## config.mk

```make
export PLATFORM = sky130hd
export DESIGN_NAME = update_send_governor
export DESIGN_NICKNAME = d
export VERILOG_FILES = /design/src/sv/usg_pkg.sv /design/src/sv/update_send_governor.sv /design/src/sv/usg_front.sv /design/src/sv/usg_queue.sv /design/src/sv/usg_back.sv
export SDC_FILE = /design/constraint.sdc
export NUM_CORES = 1
export LEC_CHECK = 0
export ABC_CLOCK_PERIOD_IN_PS = 8800
export CORE_ASPECT_RATIO = 2
export CORE_UTILIZATION = 54
export CTS_CLUSTER_SIZE = 40
export DETAILED_ROUTE_END_ITERATION = 7
export DONT_BUFFER_PORTS = 1
export GPL_TIMING_DRIVEN = 0
export PLACE_DENSITY = 0.77
export SLEW_MARGIN = 20
export SYNTH_ARGS = -nofsm -noshare
export SYNTH_HDL_FRONTEND = slang
export SYNTH_SLANG_ARGS = --single-unit
```

## constraint.sdc

```tcl
create_clock -name clk -period 8.8 [get_ports clk]
set_input_delay 0.44 -clock clk [delete_from_list [all_inputs] [get_ports clk]]
set_output_delay 0.44 -clock clk [all_outputs]
set_load 0.02 [all_outputs]
```

## src/sv/usg_pkg.sv

```systemverilog
// shared types, constants and helpers for the update send governor
package usg_pkg;

	// heartbeat period default
	localparam int unsigned HEARTBEAT_MS_DEF = 30000;

	// item command codes
	localparam logic CMD_UPDATE = 1'b0;
	localparam logic CMD_REPORT = 1'b1;

	// configuration register indexes
	localparam int unsigned CFG_IDX_W = 3;
	localparam logic [CFG_IDX_W-1:0] CFG_ENABLED         = 3'd0;
	localparam logic [CFG_IDX_W-1:0] CFG_TARGET_ID       = 3'd1;
	localparam logic [CFG_IDX_W-1:0] CFG_SEGMENT         = 3'd2;
	localparam logic [CFG_IDX_W-1:0] CFG_BRIGHTNESS      = 3'd3;
	localparam logic [CFG_IDX_W-1:0] CFG_SEND_BRIGHTNESS = 3'd4;
	localparam logic [CFG_IDX_W-1:0] CFG_KEEP_EFFECT     = 3'd5;
	localparam logic [CFG_IDX_W-1:0] CFG_UPDATE_INTERVAL = 3'd6;
	localparam int unsigned CFG_DATA_W = 32;

	// configuration reset values
	localparam logic [7:0]  BRIGHTNESS_RST      = 8'd255;
	localparam logic [15:0] UPDATE_INTERVAL_RST = 16'd100;

	// backoff steps and failure ceiling
	localparam logic [14:0] BACKOFF_1 = 15'd1000;
	localparam logic [14:0] BACKOFF_2 = 15'd2000;
	localparam logic [14:0] BACKOFF_3 = 15'd5000;
	localparam logic [14:0] BACKOFF_4 = 15'd10000;
	localparam logic [14:0] BACKOFF_5 = 15'd30000;
	localparam logic [7:0]  FAIL_MAX  = 8'd255;

	// input item
	typedef struct packed {
		logic        cmd;
		logic [31:0] now_ms;
		logic [7:0]  red;
		logic [7:0]  green;
		logic [7:0]  blue;
		logic        light_on;
		logic        force_req;
		logic        release_after_send;
		logic [15:0] interval_ceiling_ms;
		logic        send_ok;
	} in_item_t;

	// result item
	typedef struct packed {
		logic        send_request;
		logic [7:0]  send_red;
		logic [7:0]  send_green;
		logic [7:0]  send_blue;
		logic        send_on;
		logic [7:0]  failure_count;
		logic [14:0] retry_delay_ms;
		logic        release_done;
	} out_item_t;

	// configuration registers
	typedef struct packed {
		logic        enabled;
		logic [31:0] target_id;
		logic [7:0]  segment;
		logic [7:0]  brightness;
		logic        send_brightness;
		logic        keep_effect;
		logic [15:0] update_interval_ms;
	} cfg_t;

	// config as recorded at the last successful send
	typedef struct packed {
		logic        enabled;
		logic [31:0] target_id;
		logic [7:0]  segment;
		logic [7:0]  brightness;
		logic        send_brightness;
		logic        keep_effect;
	} snap_t;

	// classified item handed from front to back
	typedef struct packed {
		logic        is_report;
		logic [31:0] now_ms;
		logic [23:0] colour;
		logic        light_on;
		logic        force_req;
		logic        rel;
		logic [15:0] interval_ms;
		logic        send_ok;
	} op_t;

	// backoff delay for a given failure count
	function automatic logic [14:0] backoff_for(input logic [7:0] failures);
		logic [14:0] d;
		begin
			priority if (failures <= 8'd1) begin
				d = BACKOFF_1;
			end else if (failures == 8'd2) begin
				d = BACKOFF_2;
			end else if (failures == 8'd3) begin
				d = BACKOFF_3;
			end else if (failures == 8'd4) begin
				d = BACKOFF_4;
			end else begin
				d = BACKOFF_5;
			end
			return d;
		end
	endfunction

endpackage

```

## src/sv/update_send_governor.sv

```systemverilog
// top level of the update send governor: config registers, front, queue, back
//
// Usage:
//   Input channel (in_valid / in_stall / in_item) carries update requests
//   (cmd 0) and send-outcome reports (cmd 1). An item is taken at a clock
//   edge with in_valid high and in_stall low.
//   Output channel (out_valid / out_stall / out_item) returns exactly one
//   result item per input item, in order.
//   Config channel (cfg_valid / cfg_ready / cfg_index / cfg_data) writes one
//   register per handshake; cfg_ready is always high. Write only when idle.
// Timing:
//   An item accepted with the queue empty and the result slot free has its
//   result registered in the cycle after it is accepted.
//   One item per cycle while out_stall is low; the whole decision runs in
//   the single back-end stage that updates the governor state on each pop.
// Reset and stall:
//   arst_n clears config to defaults, all governor state, the queue and the
//   result valid flag. While out_stall holds, the result stays put, the back
//   end pauses and the two-entry queue fills; in_stall rises once it is full.
module update_send_governor #(
	parameter int unsigned HEARTBEAT_MS = usg_pkg::HEARTBEAT_MS_DEF
) (
	input  logic                            clk,
	input  logic                            arst_n,
	input  logic                            in_valid,
	output logic                            in_stall,
	input  usg_pkg::in_item_t               in_item,
	output logic                            out_valid,
	input  logic                            out_stall,
	output usg_pkg::out_item_t              out_item,
	input  logic                            cfg_valid,
	output logic                            cfg_ready,
	input  logic [usg_pkg::CFG_IDX_W-1:0]   cfg_index,
	input  logic [usg_pkg::CFG_DATA_W-1:0]  cfg_data
);
	import usg_pkg::*;

	cfg_t cfg_q;
	logic q_full, q_not_empty, push, pop;
	op_t  push_op, head_op;

	assign cfg_ready = 1'b1;

	// configuration registers
	always_ff @(posedge clk or negedge arst_n) begin
		if (!arst_n) begin
			cfg_q.enabled            <= 1'b0;
			cfg_q.target_id          <= 32'd0;
			cfg_q.segment            <= 8'd0;
			cfg_q.brightness         <= BRIGHTNESS_RST;
			cfg_q.send_brightness    <= 1'b0;
			cfg_q.keep_effect        <= 1'b0;
			cfg_q.update_interval_ms <= UPDATE_INTERVAL_RST;
		end else if (cfg_valid && cfg_ready) begin
			unique case (cfg_index)
				CFG_ENABLED:         cfg_q.enabled            <= cfg_data[0];
				CFG_TARGET_ID:       cfg_q.target_id          <= cfg_data[31:0];
				CFG_SEGMENT:         cfg_q.segment            <= cfg_data[7:0];
				CFG_BRIGHTNESS:      cfg_q.brightness         <= cfg_data[7:0];
				CFG_SEND_BRIGHTNESS: cfg_q.send_brightness    <= cfg_data[0];
				CFG_KEEP_EFFECT:     cfg_q.keep_effect        <= cfg_data[0];
				CFG_UPDATE_INTERVAL: cfg_q.update_interval_ms <= cfg_data[15:0];
				default:             cfg_q                    <= cfg_q;
			endcase
		end
	end

	// intake and classification
	usg_front u_front (
		.in_valid (in_valid),
		.in_stall (in_stall),
		.in_item  (in_item),
		.cfg      (cfg_q),
		.q_full   (q_full),
		.push     (push),
		.op       (push_op)
	);

	// decoupling queue
	usg_queue u_queue (
		.clk       (clk),
		.arst_n    (arst_n),
		.push      (push),
		.push_op   (push_op),
		.pop       (pop),
		.full      (q_full),
		.not_empty (q_not_empty),
		.head_op   (head_op)
	);

	// governor engine
	usg_back #(
		.HEARTBEAT_MS (HEARTBEAT_MS)
	) u_back (
		.clk         (clk),
		.arst_n      (arst_n),
		.cfg         (cfg_q),
		.q_not_empty (q_not_empty),
		.op          (head_op),
		.pop         (pop),
		.out_valid   (out_valid),
		.out_stall   (out_stall),
		.out_item    (out_item)
	);

endmodule

```

## src/sv/usg_front.sv

```systemverilog
// front end: accepts items and classifies them into operations for the back end
module usg_front (
	input  logic               in_valid,
	output logic               in_stall,
	input  usg_pkg::in_item_t  in_item,
	input  usg_pkg::cfg_t      cfg,
	input  logic               q_full,
	output logic               push,
	output usg_pkg::op_t       op
);
	import usg_pkg::*;

	logic ceil_caps;

	// take an item whenever the queue has room
	assign in_stall = q_full;
	assign push     = in_valid & ~q_full;

	// effective interval: the ceiling wins when nonzero and smaller
	assign ceil_caps = (in_item.interval_ceiling_ms != 16'd0) &&
		(in_item.interval_ceiling_ms < cfg.update_interval_ms);

	// operation record
	always_comb begin
		op.is_report   = (in_item.cmd == CMD_REPORT);
		op.now_ms      = in_item.now_ms;
		op.colour      = {in_item.red, in_item.green, in_item.blue};
		op.light_on    = in_item.light_on;
		op.force_req   = in_item.force_req;
		op.rel         = in_item.release_after_send;
		op.interval_ms = ceil_caps ? in_item.interval_ceiling_ms : cfg.update_interval_ms;
		op.send_ok     = in_item.send_ok;
	end

endmodule

```

## src/sv/usg_queue.sv

```systemverilog
// two-entry queue of classified operations between front and back
module usg_queue (
	input  logic          clk,
	input  logic          arst_n,
	input  logic          push,
	input  usg_pkg::op_t  push_op,
	input  logic          pop,
	output logic          full,
	output logic          not_empty,
	output usg_pkg::op_t  head_op
);
	import usg_pkg::*;

	op_t        slot_q [2];
	logic       wr_ptr_q;
	logic       rd_ptr_q;
	logic [1:0] count_q;

	assign full      = (count_q == 2'd2);
	assign not_empty = (count_q != 2'd0);
	assign head_op   = slot_q[rd_ptr_q];

	// storage
	always_ff @(posedge clk) begin
		if (push) begin
			slot_q[wr_ptr_q] <= push_op;
		end
	end

	// pointers and fill count
	always_ff @(posedge clk or negedge arst_n) begin
		if (!arst_n) begin
			wr_ptr_q <= 1'b0;
			rd_ptr_q <= 1'b0;
			count_q  <= 2'd0;
		end else begin
			if (push) begin
				wr_ptr_q <= ~wr_ptr_q;
			end
			if (pop) begin
				rd_ptr_q <= ~rd_ptr_q;
			end
			unique case ({push, pop})
				2'b10:   count_q <= count_q + 2'd1;
				2'b01:   count_q <= count_q - 2'd1;
				default: count_q <= count_q;
			endcase
		end
	end

endmodule

```

## src/sv/usg_back.sv

```systemverilog
// back end: governor state, send decision and result register
module usg_back #(
	parameter int unsigned HEARTBEAT_MS = usg_pkg::HEARTBEAT_MS_DEF
) (
	input  logic               clk,
	input  logic               arst_n,
	input  usg_pkg::cfg_t      cfg,
	input  logic               q_not_empty,
	input  usg_pkg::op_t       op,
	output logic               pop,
	output logic               out_valid,
	input  logic               out_stall,
	output usg_pkg::out_item_t out_item
);
	import usg_pkg::*;

	localparam logic [31:0] HB_LIMIT = 32'(HEARTBEAT_MS);

	// governor state
	logic        rm_q, rc_q;
	logic [7:0]  fail_q;
	logic [14:0] backoff_q;
	logic [31:0] status_time_q, last_success_q, last_attempt_q;
	logic        have_attempt_q, have_last_q;
	logic [23:0] last_colour_q;
	logic        last_on_q;
	snap_t       snap_q;
	logic        pend_valid_q, pend_rel_q, pend_on_q;
	logic [23:0] pend_colour_q;

	// next-state values
	logic        rm_n, rc_n;
	logic [7:0]  fail_n;
	logic [14:0] backoff_n;
	logic        snap_en_clr, record_ok, record_report, take_send;
	logic        sent;

	logic        entering, leaving, send_now, retry_due, hb_due, dup_hit;
	logic        in_backoff, too_soon;
	logic [31:0] d_status, d_success, d_attempt;

	out_item_t   res;
	logic        out_valid_q;
	out_item_t   out_q;

	// fire when an operation waits and the result slot is free or being taken
	assign pop       = q_not_empty & (~out_valid_q | ~out_stall);
	assign out_valid = out_valid_q;
	assign out_item  = out_q;

	// elapsed times, modulo 2^32
	assign d_status  = op.now_ms - status_time_q;
	assign d_success = op.now_ms - last_success_q;
	assign d_attempt = op.now_ms - last_attempt_q;

	// duplicate check against the last successful state
	always_comb begin
		dup_hit = have_last_q && (snap_q.enabled == cfg.enabled) &&
			(snap_q.target_id == cfg.target_id) && (last_on_q == op.light_on);
		if (dup_hit && op.light_on) begin
			dup_hit = (snap_q.segment == cfg.segment) &&
				(snap_q.send_brightness == cfg.send_brightness) &&
				(snap_q.keep_effect == cfg.keep_effect) &&
				(!cfg.send_brightness || (snap_q.brightness == cfg.brightness)) &&
				(last_colour_q == op.colour);
		end
	end

	// send decision and state update
	always_comb begin
		rm_n          = rm_q;
		rc_n          = rc_q;
		fail_n        = fail_q;
		backoff_n     = backoff_q;
		snap_en_clr   = 1'b0;
		record_ok     = 1'b0;
		record_report = 1'b0;
		take_send     = 1'b0;
		sent          = 1'b0;
		entering      = op.rel & ~rm_q;
		leaving       = ~op.rel & rm_q;
		send_now      = op.force_req | entering | leaving;
		retry_due     = (fail_q != 8'd0);
		hb_due        = ~op.rel & have_last_q & (d_success >= HB_LIMIT);
		in_backoff    = ~send_now & retry_due & (d_status < {17'd0, backoff_q});
		too_soon      = ~send_now & ~retry_due & ~hb_due & have_attempt_q &
			(d_attempt < {16'd0, op.interval_ms});
		if (op.is_report) begin
			// outcome of the pending send
			if (pend_valid_q) begin
				record_report = 1'b1;
				if (op.send_ok) begin
					record_ok = 1'b1;
					fail_n    = 8'd0;
					backoff_n = 15'd0;
					if (pend_rel_q) begin
						rc_n = 1'b1;
					end
				end else begin
					fail_n    = (fail_q == FAIL_MAX) ? fail_q : fail_q + 8'd1;
					backoff_n = backoff_for(fail_n);
				end
			end
		end else if (!pend_valid_q) begin
			// release mode tracking
			if (!op.rel || entering || op.force_req) begin
				rc_n = 1'b0;
			end
			rm_n = op.rel;
			if (!cfg.enabled) begin
				snap_en_clr = 1'b1;
				fail_n      = 8'd0;
				backoff_n   = 15'd0;
				rm_n        = 1'b0;
				rc_n        = 1'b0;
			end else if (op.rel && rc_n && !op.force_req) begin
				sent = 1'b0;
			end else if (in_backoff) begin
				sent = 1'b0;
			end else if (!send_now && !retry_due && !hb_due && dup_hit) begin
				sent = 1'b0;
			end else if (too_soon) begin
				sent = 1'b0;
			end else begin
				take_send = 1'b1;
				sent      = 1'b1;
			end
		end
	end

	// result item
	always_comb begin
		res.send_request   = sent;
		res.send_red       = sent ? op.colour[23:16] : 8'd0;
		res.send_green     = sent ? op.colour[15:8] : 8'd0;
		res.send_blue      = sent ? op.colour[7:0] : 8'd0;
		res.send_on        = sent & op.light_on;
		res.failure_count  = fail_n;
		res.retry_delay_ms = backoff_n;
		res.release_done   = rc_n;
	end

	// state registers
	always_ff @(posedge clk or negedge arst_n) begin
		if (!arst_n) begin
			rm_q           <= 1'b0;
			rc_q           <= 1'b0;
			fail_q         <= 8'd0;
			backoff_q      <= 15'd0;
			status_time_q  <= 32'd0;
			last_success_q <= 32'd0;
			last_attempt_q <= 32'd0;
			have_attempt_q <= 1'b0;
			have_last_q    <= 1'b0;
			last_colour_q  <= 24'd0;
			last_on_q      <= 1'b0;
			snap_q         <= '0;
			pend_valid_q   <= 1'b0;
			pend_rel_q     <= 1'b0;
			pend_on_q      <= 1'b0;
			pend_colour_q  <= 24'd0;
		end else if (pop) begin
			rm_q      <= rm_n;
			rc_q      <= rc_n;
			fail_q    <= fail_n;
			backoff_q <= backoff_n;
			if (snap_en_clr) begin
				snap_q.enabled <= 1'b0;
			end
			if (record_report) begin
				status_time_q <= op.now_ms;
				pend_valid_q  <= 1'b0;
			end
			if (record_ok) begin
				last_success_q <= op.now_ms;
				last_colour_q  <= pend_colour_q;
				last_on_q      <= pend_on_q;
				have_last_q    <= 1'b1;
				snap_q         <= '{enabled: cfg.enabled, target_id: cfg.target_id,
					segment: cfg.segment, brightness: cfg.brightness,
					send_brightness: cfg.send_brightness, keep_effect: cfg.keep_effect};
			end
			if (take_send) begin
				last_attempt_q <= op.now_ms;
				have_attempt_q <= 1'b1;
				pend_valid_q   <= 1'b1;
				pend_rel_q     <= op.rel;
				pend_on_q      <= op.light_on;
				pend_colour_q  <= op.colour;
			end
		end
	end

	// result register valid
	always_ff @(posedge clk or negedge arst_n) begin
		if (!arst_n) begin
			out_valid_q <= 1'b0;
		end else if (pop) begin
			out_valid_q <= 1'b1;
		end else if (!out_stall) begin
			out_valid_q <= 1'b0;
		end
	end

	// result register payload
	always_ff @(posedge clk) begin
		if (pop) begin
			out_q <= res;
		end
	end

endmodule

```

# Yosys cells after proc, flatten, opt, wreduce, memory -nomap -nowiden
# Memories as Yosys holds them, arrays and structs flattened.
# Index checks and enable logic that the tools add are counted.
totals:
  regBits: 348
  ram_bits: 154
  in_bits: 117
  output_inout_bits: 53
  word_cells: 196
  mem_count: 1
op_classes:
  n_addsub: 6
  order_cmp: 5
  n_eq_ne: 22
  muxes: 51
  bitwise_logic: 28
  n_reduce_logical: 43
mem_list:
  columns: ["name", "depth", "word_bits", "read_ports", "rd_clocked_by_memory_dff", "write_ports", "line_no", "rtl"]
  rows:
  - ["u_queue.slot_q", 2, 77, 1, 0, 1, "usg_queue.sv:14", "op_t slot_q [2];"]
ops:
  columns: ["op", "n"]
  rows:
  - ["$mux 15", 9]
  - ["$sub 32x32->32", 3]
  - ["$mux 51", 1]
  - ["$mux 8", 6]
  - ["$mux 1", 33]
  - ["$eq 32x32->1", 1]
  - ["$ge 32x15->1 const B", 1]
  - ["$lt 32x15->1", 1]
  - ["$lt 32x16->1", 1]
  - ["$eq 24x24->1", 1]
  - ["$reduce_and 2->1", 12]
  - ["$eq 8x2->1 const B", 2]
  - ["$eq 8x8->1", 2]
  - ["$lt 16x16->1", 1]
  - ["$mux 16", 1]
  - ["$reduce_bool 16->1", 1]
  - ["$logic_and 1x1->1", 14]
  - ["$and 1x1->1", 13]
  - ["$not 1->1", 12]
  - ["$eq 3x3->1 const B", 3]
  - ["$add 8x1->8 const B", 1]
  - ["$eq 8x3->1 const B", 1]
  - ["$eq 8x8->1 const B", 1]
  - ["$le 8x1->1 const B", 1]
  - ["other kinds (16)", 33]

# Longest topological paths before layout
# Gate-level depths: netlist of the first run.
depth:
  depth_word: 18
  depth_mapped: 29

# Modules after synthesis
# A second synthesis of the first run with hierarchy kept.
unflattened:
  cells_unflattened: 2397
  area_unflattened_um2: 27827.9
modules_own_cells:
  columns: ["mod", "instances", "cells_per_inst", "area_each_um2"]
  rows:
  - ["usg_back", 1, 1855, 18136.1]
  - ["usg_queue", 1, 256, 5823.1]
  - ["update_send_governor", 1, 149, 2732.6]
  - ["usg_front", 1, 137, 1136.1]

# Least setup slack after synthesis of the first run
# OpenSTA, ideal clock, no wires.
synth_path:
  path_kind: "register to register"
  from: "register u_queue.rd_ptr_q"
  to: "register u_back.last_attempt_q[29]"
  setup_ps: 125
  t_arrival_ps: 6184
  setup_slack_ps: 2491
  stages_incl_launch_ff: 27
  n_path_buf: 6
  synth_period_minus_slack_ps: 6309
  cell_sequence: "dfrtp_1 -> buf_2 -> buf_1 -> buf_1 -> buf_1 -> mux2i_1 -> inv_1 -> ha_1 -> nor2b_1 -> o31a_1 -> o31ai_2 -> a21oi_1 -> a21oi_1 -> xnor2_1 -> ha_1 -> a21o_1 -> a21oi_1 -> o2111ai_1 -> or4_1 -> nor3_1 -> nand4_1 -> nor4_1 -> o211ai_1 -> and3_1 -> buf_6 -> buf_6 -> mux2_4"
synth_lines:
  columns: ["item", "line_no", "rtl"]
  rows:
  - ["from (decl)", "usg_queue.sv:16", "logic rd_ptr_q;"]
  - ["from (signal assigned)", "usg_queue.sv:41", "rd_ptr_q <= ~rd_ptr_q;"]
  - ["to (signal assigned)", "usg_back.sv:184", "last_attempt_q <= op.now_ms;"]
  - ["to (decl)", "usg_back.sv:23", "logic [31:0] status_time_q, last_success_q, last_attempt_q;"]

==> results of run 1 <==
per-layer routing:
metal,share of wire,GRT usage,wire length [um]
met5,0,0,0
met4,0.092,0.253,7160
met3,0.050,0.0454,3870
met2,0.53,0.568,41000
met1,0.33,0.295,25400
sequential cells by signal, summed over array words and instances, names as in the netlist, 2 cells and up:
register	count
cfg_q	67
u_back.last_colour_q	24
u_back.status_time_q	32
u_back.last_attempt_q	32
u_queue.slot_q	154
u_back.pend_colour_q	24
u_back.backoff_q	15
u_back.out_item	50
u_back.snap_q	51
u_queue.count_q	2
u_back.fail_q	8
u_back.last_success_q	32
worst max-delay path: stages (launching register included):
cell,delay (ps)
dfrtp_1,310
buf_2,450
buf_2,530
clkdlybuf4s15_2,600
mux2i_1,500
inv_1,420
ha_1,390
nor2b_1,140
o31a_1,280
o31ai_2,520
a21oi_1,170
a21oi_1,220
xnor2_1,150
ha_1,260
a21o_1,160
a21oi_1,240
o2111ai_1,150
or4_1,550
nor3_1,200
nand4_1,110
nor4_1,410
o211ai_1,260
nand3_1,450
clkbuf_1,430
nor2_1,130
per-stage QoR:
step                setup TNS [ps]  setup slack, ps  instance area, um2  instances  hold slack, ps
detailed placement          -26150             -681               28000       3271             168
global placement            -20480             -589               27900       3267             167
finish                           0              454               30700       3454            28.9
global route                     0             67.0               30700       3454            15.7
CTS                              0              361               30600       3447            4.65
floorplan                        0             2490               27100       2624             144
cell families after synthesis:
| family | synth area share |
|---|---|
| simple gates | 0.121 |
| compound gates | 0.136 |
| flops | 0.501 |
| buf+inv | 0.0458 |
| mux | 0.0861 |
| fa+ha+maj | 0.0673 |
| xor+xnor | 0.0426 |
| other cells | 0.000138 |
how the worst max path moves through the flow:
stage	endpoint	slack, ps	depth (start not counted)
6_report	u_back.out_item[25]$_SDFFCE_PN0P_	450	24
5_1_grt	u_back.out_item[25]$_SDFFCE_PN0P_	70	24
4_1_cts	u_back.out_item[45]$_SDFFCE_PN0P_	360	24
3_5_place_dp	u_back.out_item[45]$_SDFFCE_PN0P_	-680	25
3_3_place_gp	u_back.out_item[36]$_SDFFCE_PN0P_	-590	25
2_1_floorplan	u_back.last_attempt_q[29]$_DFFE_PN0P_	2490	26
repair_timing:
action                                  in CTS  in global routing
resized for setup                            4                  4
endpoints found under the setup margin      86                 17
hold buffers                                95                  1
endpoints found under the hold margin      486                 14
layout by cell type (no fill, tap or decap), drive strengths merged, types with 11 or more instances in the layout:
| cell | synthesis | layout |
|---|---|---|
| a211oi | 25 | 25 |
| a21o | 42 | 42 |
| a21oi | 197 | 197 |
| a31oi | 16 | 16 |
| and2 | 17 | 17 |
| and3 | 13 | 13 |
| buf | 29 | 34 |
| clkbuf | 77 | 139 |
| clkinv | 1 | 13 |
| dfrtp | 287 | 287 |
| dfstp | 11 | 11 |
| dlygate4sd3 | 0 | 95 |
| edfxtp | 204 | 204 |
| ha | 141 | 141 |
| inv | 210 | 213 |
| mux2 | 91 | 91 |
| mux2i | 129 | 129 |
| nand2 | 309 | 309 |
| nand2b | 15 | 15 |
| nand3 | 41 | 41 |
| nand4 | 46 | 46 |
| nor2 | 176 | 176 |
| nor2b | 13 | 13 |
| nor3 | 32 | 32 |
| nor4 | 20 | 20 |
| o2111ai | 13 | 13 |
| o211ai | 17 | 17 |
| o21a | 24 | 24 |
| o21ai | 144 | 144 |
| o31ai | 11 | 11 |
| xnor2 | 93 | 93 |
| xor2 | 39 | 39 |
final cells by class:
cell class                      instances  area (um2)  share of cell area
Sequential cell                       502       13600               0.443
Multi-Input combinational cell       1805       12300               0.401
Clock buffer                           62        1340              0.0436
Timing Repair Buffer                  102        1120              0.0365
Tap cell                              643         805              0.0262
Inverter                              211         797              0.0260
Buffer                                105         457              0.0149
Clock inverter                         20         244             0.00795
Antenna cell                            4        10.0            0.000326
power breakdown:
| group | total [mW] | internal, mW | switching, mW |
|---|---|---|---|
| registers | 3.83 | 3.32 | 0.503 |
| logic | 6.84 | 2.53 | 4.30 |
| clock network | 2.08 | 1.17 | 0.910 |
==> summary.txt, run 1 <==
Worst hold path
  – Hold path depth: 1
  – Hold Startpoint: cfg_data[6]
  – Worst Hold End: cfg_q[40]$_DFFE_PN0P_
  – Hold WC Path Type: primary input to register

Status
  – Status: complete, no violations

Yosys
  – Flops & latches, synth: 502
  – Avg Cell Area, Syn: between 10 and 15 um2
  – Yosys top cell by area: dfrtp_1
  – FFs w/ async S/R, synth: 0.594
  – Share of the synthesized area in the top cell type: 0.265
  – Ys flop type: dfrtp_1
  – Post-synth EDFFs: 204
  – Mapped Cells: approximately 2600
  – Synth cell count leaders: nand2_1, dfrtp_1, inv_1
  – Yosys warns: 0
  – Most frequent cell after synthesis: nand2_1
  – Post-Syn Nets: 2885
  – Sequential share of the synthesized area: 0.501
  – Main area contributors after synthesis: dfrtp_1, edfxtp_1, ha_1
  – Synth unique cells: 85
  – Mapped Area: 27100 um2

GRT
  – Gr usage total: 0.306
  – Vias in the first global route: 21900
  – Total gr overflow: 0
  – First-pass GRT wire length: 120000 um
  – Initial antenna violation count: 3
  – Largest net degree at the start of global routing: around 300

Critical path
  – R2r startpoint: u_queue.rd_ptr_q$_DFFE_PN0P_
  – Worst setup path start: u_queue.rd_ptr_q$_DFFE_PN0P_
  – Critical Path Fanout Max: 18
  – WP data arrival: about 8700 ps
  – Worst reg2reg setup slack: 450 ps
  – Worst Setup End Kind: register
  – Crit Path Class: register to register
  – CP required: ~9000 ps
  – R2r endpoint: u_back.out_item[25]$_SDFFCE_PN0P_
  – CP startpoint kind: register
  – Worst R2R Path Depth: 24

Pwr
  – LEAKAGE: about 13 nW
  – Pwr Total: 12.7 mW
  – Peak VDD IR: 0.359 mV
  – Cell area power density: 415 nW/um2

CTS
  – Post-CTS setup buffer count: 0
  – Worst-path clk slew: ~60 ps
  – Deepest clock path buffer count: 3
  – Num CTS Buffers: 44
  – H-tree depth: 2
  – Clk_lat worst skew: 610 ps
  – Clock Sink Count: 502
  – CTS tree: done
  – Clk root buf: clkbuf_16

Layout
  – Final net count: approximately 3000
  – Fraction of layout cells with a size suffix above 1: 0.0805
  – Fill cell count: between 3000 and 4000
  – Final core utilization: 0.622
  – Area delta synth->final: 13.1%

Placed design
  – Port buffer count: 0
  – Placer Congestion: approximately 0.96
  – Post-DP HPWL: roughly 58000 um

Timing
  – RSZ-0062 raised after global routing: no
  – Max Slew Vio Count: 0
  – Highest clock rate: ~120 MHz
  – Period utilization: 0.948
  – Clk_skew: 42.9 ps
  – Relative slew slack: 0.347
  – Endpoints failing setup: 0
  – Minimum clock period: between 8000 and 9000 ps
  – Final Hold Viols: 0
  – Worst Max-Slew Pin Slew: between 900 and 1000 ps

Floorplanning
  – IO Count: 170
  – DIE AREA: about 51000 um2
  – Die Width: 160 um
  – Starting Density: 0.550
  – Die height: ~320 um
  – FP Rows: between 100 and 150
  – Core box area: about 49000 um2

Drt
  – Total Wirelength: 77500 um
  – Residual DRC count: 0
  – Drt first pass iters: 7
  – Number of routed nets with antenna violations: 0
  – Initial DRC Count: ~1300
  – Routed len/inst: between 20 and 25 um
  – DR vias/cell: 6.00
  – Vias: 20700

Job
  – Max-cap check violation count: 0
Note: power is estimated with default switching activity, not from simulation.
==> inputs of run 2 (changes only) <==
Settings changed: ABC_CLOCK_PERIOD_IN_PS 8800 to not set, CELL_PAD_IN_SITES_DETAIL_PLACEMENT set to 0, CELL_PAD_IN_SITES_GLOBAL_PLACEMENT set to 1, CORE_UTILIZATION 54 to 51, PLACE_DENSITY 0.77 to 0.88.
Clock period 8.8 ns to 8.1 ns, I/O delays scaled along.
==> run 2 against run 1 <==
Net effect:
- sequential power rose by 7.8%
- global-route usage is 1.5 points lower
- setup slack worse by 35 ps
- non-clock buffer count is 1 higher
- first-iteration DRC count up 2.1%
- largest power group unchanged
==> summary.txt, run 2 (synthesis gave the netlist of run 1 again) <==
Worst hold path
  – Worst Hold End: u_queue.slot_q[0][6]$_DFFE_PP_
  – Hold Startpoint: in_item[6]
  – Hold WC Path Type: primary input to register
  – Hold path depth: 1 (unchanged)

Placed design
  – Port buffer count: 0 (unchanged)
  – Post-DP HPWL: 58600 um (+1.3%)
  – Worst Setup Slack post-DPL: -1210 ps (-533 ps)
  – DP Area: 28100 um2 (+0.17%)
  – Post-placement cell count: 3294 (+0.70%)
  – Placer Congestion: 0.980 (+2.5%)

CTS
  – Worst-path clk slew: 70 ps (about the same)
  – Deepest clock path buffer count: 3 (unchanged)
  – Num CTS Buffers: 45 (+2.3%)
  – Clk root buf: clkbuf_16
  – H-tree depth: 2 (unchanged)
  – CTS tree: done
  – Clk_lat worst skew: 590 ps (-20 ps)
  – Clock Sink Count: 502 (unchanged)

Timing
  – Period utilization: 0.948 (about the same)
  – Setup ws final: 419 ps (-35.4 ps)
  – Final Hold Viols: 0 (unchanged)
  – Relative slew slack: 0.270 (-0.0774)
  – Hold_ws: 58.0 ps (+29.2 ps)
  – Max Slew Vio Count: 0 (unchanged)
  – RSZ-0062 raised after global routing: no
  – Endpoints failing setup: 0 (unchanged)
  – Highest clock rate: 130 MHz (+8.7%)
  – Worst Max-Slew Pin Slew: 1090 ps (+115 ps)
  – Setup TNS: 0 ps (unchanged)
  – Clk_skew: 13.8 ps (-29.2 ps)
  – Minimum clock period: 7680 ps (-665 ps)

Pwr
  – LEAKAGE: 13.2 nW (+0.24%)
  – Cell area power density: 454 nW/um2 (+9.3%)
  – Peak VDD IR: 0.289 mV (-19%)
  – Pwr Total: 14.0 mW (+9.6%)
  – Internal power component: 7.71 mW (+9.7%)
  – Psw: 6.25 mW (+9.4%)
  – Combinational power share: 0.535 (-0.002)
  – Clock power frac: 0.169 (+0.006)
  – Sw Share: 0.448 (-0.000805)
  – Flop pwr share: 0.296 (-0.004)

GRT
  – First-pass GRT wire length: 118000 um (-1.5%)
  – Vias in the first global route: 21500 (-1.7%)
  – Initial antenna violation count: 0 (-3)
  – Total gr overflow: 0 (unchanged)
  – Largest net degree at the start of global routing: 299 (unchanged)
  – Gr usage total: 0.291 (-0.0151)

Critical path
  – Top delay family on crit path: simple AND/OR/NAND/NOR gates
  – Worst-path cell with the longest stage delay: fa_1
  – WP data arrival: 8000 ps (-680 ps)
  – Critical Path Fanout Max: 18 (unchanged)
  – R2r startpoint: u_queue.rd_ptr_q$_DFFE_PN0P_
  – Worst reg2reg setup slack: 420 ps (-40 ps)
  – CP cell instances: buf_2, clkbuf_4, buf_4, mux2i_1, inv_1, fa_1, a211oi_1, nor2_1, o211ai_1, nand2_1, a21oi_1, xnor2_1, ha_1, a21oi_1, o2111ai_1, or4_1, nor3_1, nand4_1, nor4_1, o211ai_1, nand3_2, clkbuf_2, nor2_1
  – CP required: 8420 ps (-710 ps)
  – WP buf/inv: 5 (unchanged)
  – Worst R2R Path Depth: 23 (-4.2%)
  – Worst Setup End Kind: register
  – Crit Path Class: register to register
  – Max stage delay on crit path: 550 ps (-50 ps)
  – CP startpoint kind: register
  – R2r endpoint: u_back.out_item[30]$_SDFFCE_PN0P_

Drt
  – Initial DRC Count: 1286 (+2.1%)
  – Routed len/inst: 22.3 um (-0.65%)
  – Vias: 20600 (-0.62%)
  – Residual DRC count: 0 (unchanged)
  – Total Wirelength: 77400 um (about the same)
  – DR vias/cell: 5.93 (-1.2%)
  – Drt first pass iters: 6 (-1)
  – Number of routed nets with antenna violations: 0 (unchanged)

Job
  – Max-cap check violation count: 0 (unchanged)

Layout
  – Largest registers: u_queue.slot_q: 154 flops, cfg_q: 67 flops, u_back.snap_q: 51 flops
  – Design area: 30800 um2 (+0.29%)
  – Max FFs per register: 154 (unchanged)
  – Commonest non-fill, non-tap cell in the layout: nand2_1
  – Final net count: 3034 (+0.066%)
  – Final core utilization: 0.585 (-0.0362)
  – Area delta synth->final: 13.4%
  – Fraction of layout cells with a size suffix above 1: 0.0822 (+0.00169)
  – ANT cells: 0 (-4)
  – Non-Filler Instances: 3475 (+0.61%)
  – Most frequent cells in the layout: nand2_1, dfrtp_1, inv_1, edfxtp_1, a21oi_1
  – Largest Register: u_queue.slot_q

Floorplanning
  – Die height: 328 um (+2.9%)
  – IO Count: 170 (unchanged)
  – Die Width: 165 um (+2.9%)
  – DIE AREA: 54200 um2 (+5.8%)
  – FP Rows: 119 (+3.5%)
  – Starting Density: 0.516 (-0.0335)
  – Core box area: 52600 um2 (+6.5%)

Status
  – Status: complete, no violations
run 2: changes by cell type in the layout (fill, tap and decap cells not counted), moves of 3 or more:
cell,change
bufinv_16,+5
clkbuf_1,-3
clkbuf_16,-3
clkbuf_8,-3
clkinv_1,+4
diode_2,-4
inv_6,+3
run 2: worst register-to-register path: cells and delay by family, from the launching register on:
| kind | cells | cell delay (ps) |
|---|---|---|
| simple gates | 8 | 2150 |
| compound gates | 6 | 1690 |
| flops | 1 | 320 |
| buf+inv | 5 | 1960 |
| xor+xnor | 1 | 150 |
| mux | 1 | 320 |
| fa+ha+maj | 2 | 830 |
run 2: cell type report:
| type | count | area, um2 |
|---|---|---|
| buffer | 105 | 458 |
| clock buffer | 53 | 1210 |
| clock inverter | 31 | 407 |
| fill | 4413 | 21800 |
| inverter | 211 | 797 |
| multi-input combinational | 1805 | 12300 |
| sequential | 502 | 13600 |
| tap | 665 | 832 |
| timing repair buffer | 103 | 1140 |
run 2: worst max path at each step:
stage	start	endpoint	slack (ps)	depth (start not counted)
after floorplan	u_queue.rd_ptr_q$_DFFE_PN0P_	u_back.last_attempt_q[29]$_DFFE_PN0P_	1790	26
final	u_queue.rd_ptr_q$_DFFE_PN0P_	u_back.out_item[30]$_SDFFCE_PN0P_	420	23
after CTS	u_queue.rd_ptr_q$_DFFE_PN0P_	u_back.out_item[31]$_SDFFCE_PN0P_	30	24
after detailed placement	u_queue.rd_ptr_q$_DFFE_PN0P_	u_back.out_item[30]$_SDFFCE_PN0P_	-1210	24
after global placement	u_queue.rd_ptr_q$_DFFE_PN0P_	u_back.out_item[31]$_SDFFCE_PN0P_	-1590	24
after global routing	u_queue.rd_ptr_q$_DFFE_PN0P_	u_back.out_item[30]$_SDFFCE_PN0P_	60	27
run 2: metal layers:
metal	routed length (um)	global-route usage
met1	25300	0.273
met2	42800	0.558
met3	2850	0.0331
met4	6540	0.221
met5	0	0
run 2: power by group through the flow:
| stage | registers (mW) | logic (mW) | clock network [mW] |
|---|---|---|---|
| after floorplan | 4.07 | 5.25 | 0 |
| after global placement | 4.17 | 7.06 | 0 |
| after detailed placement | 4.17 | 7.27 | 0 |
| after CTS | 4.13 | 7.40 | 2.39 |
| after global routing | 4.22 | 8.16 | 2.48 |
| final | 4.13 | 7.47 | 2.36 |
run 2: timing repair:
action                                  CTS  global route
hold buffers                             95             1
setup buffers                             0             0
resized for setup                         7             9
endpoints found under the setup margin   86            79
endpoints found under the hold margin   488            17
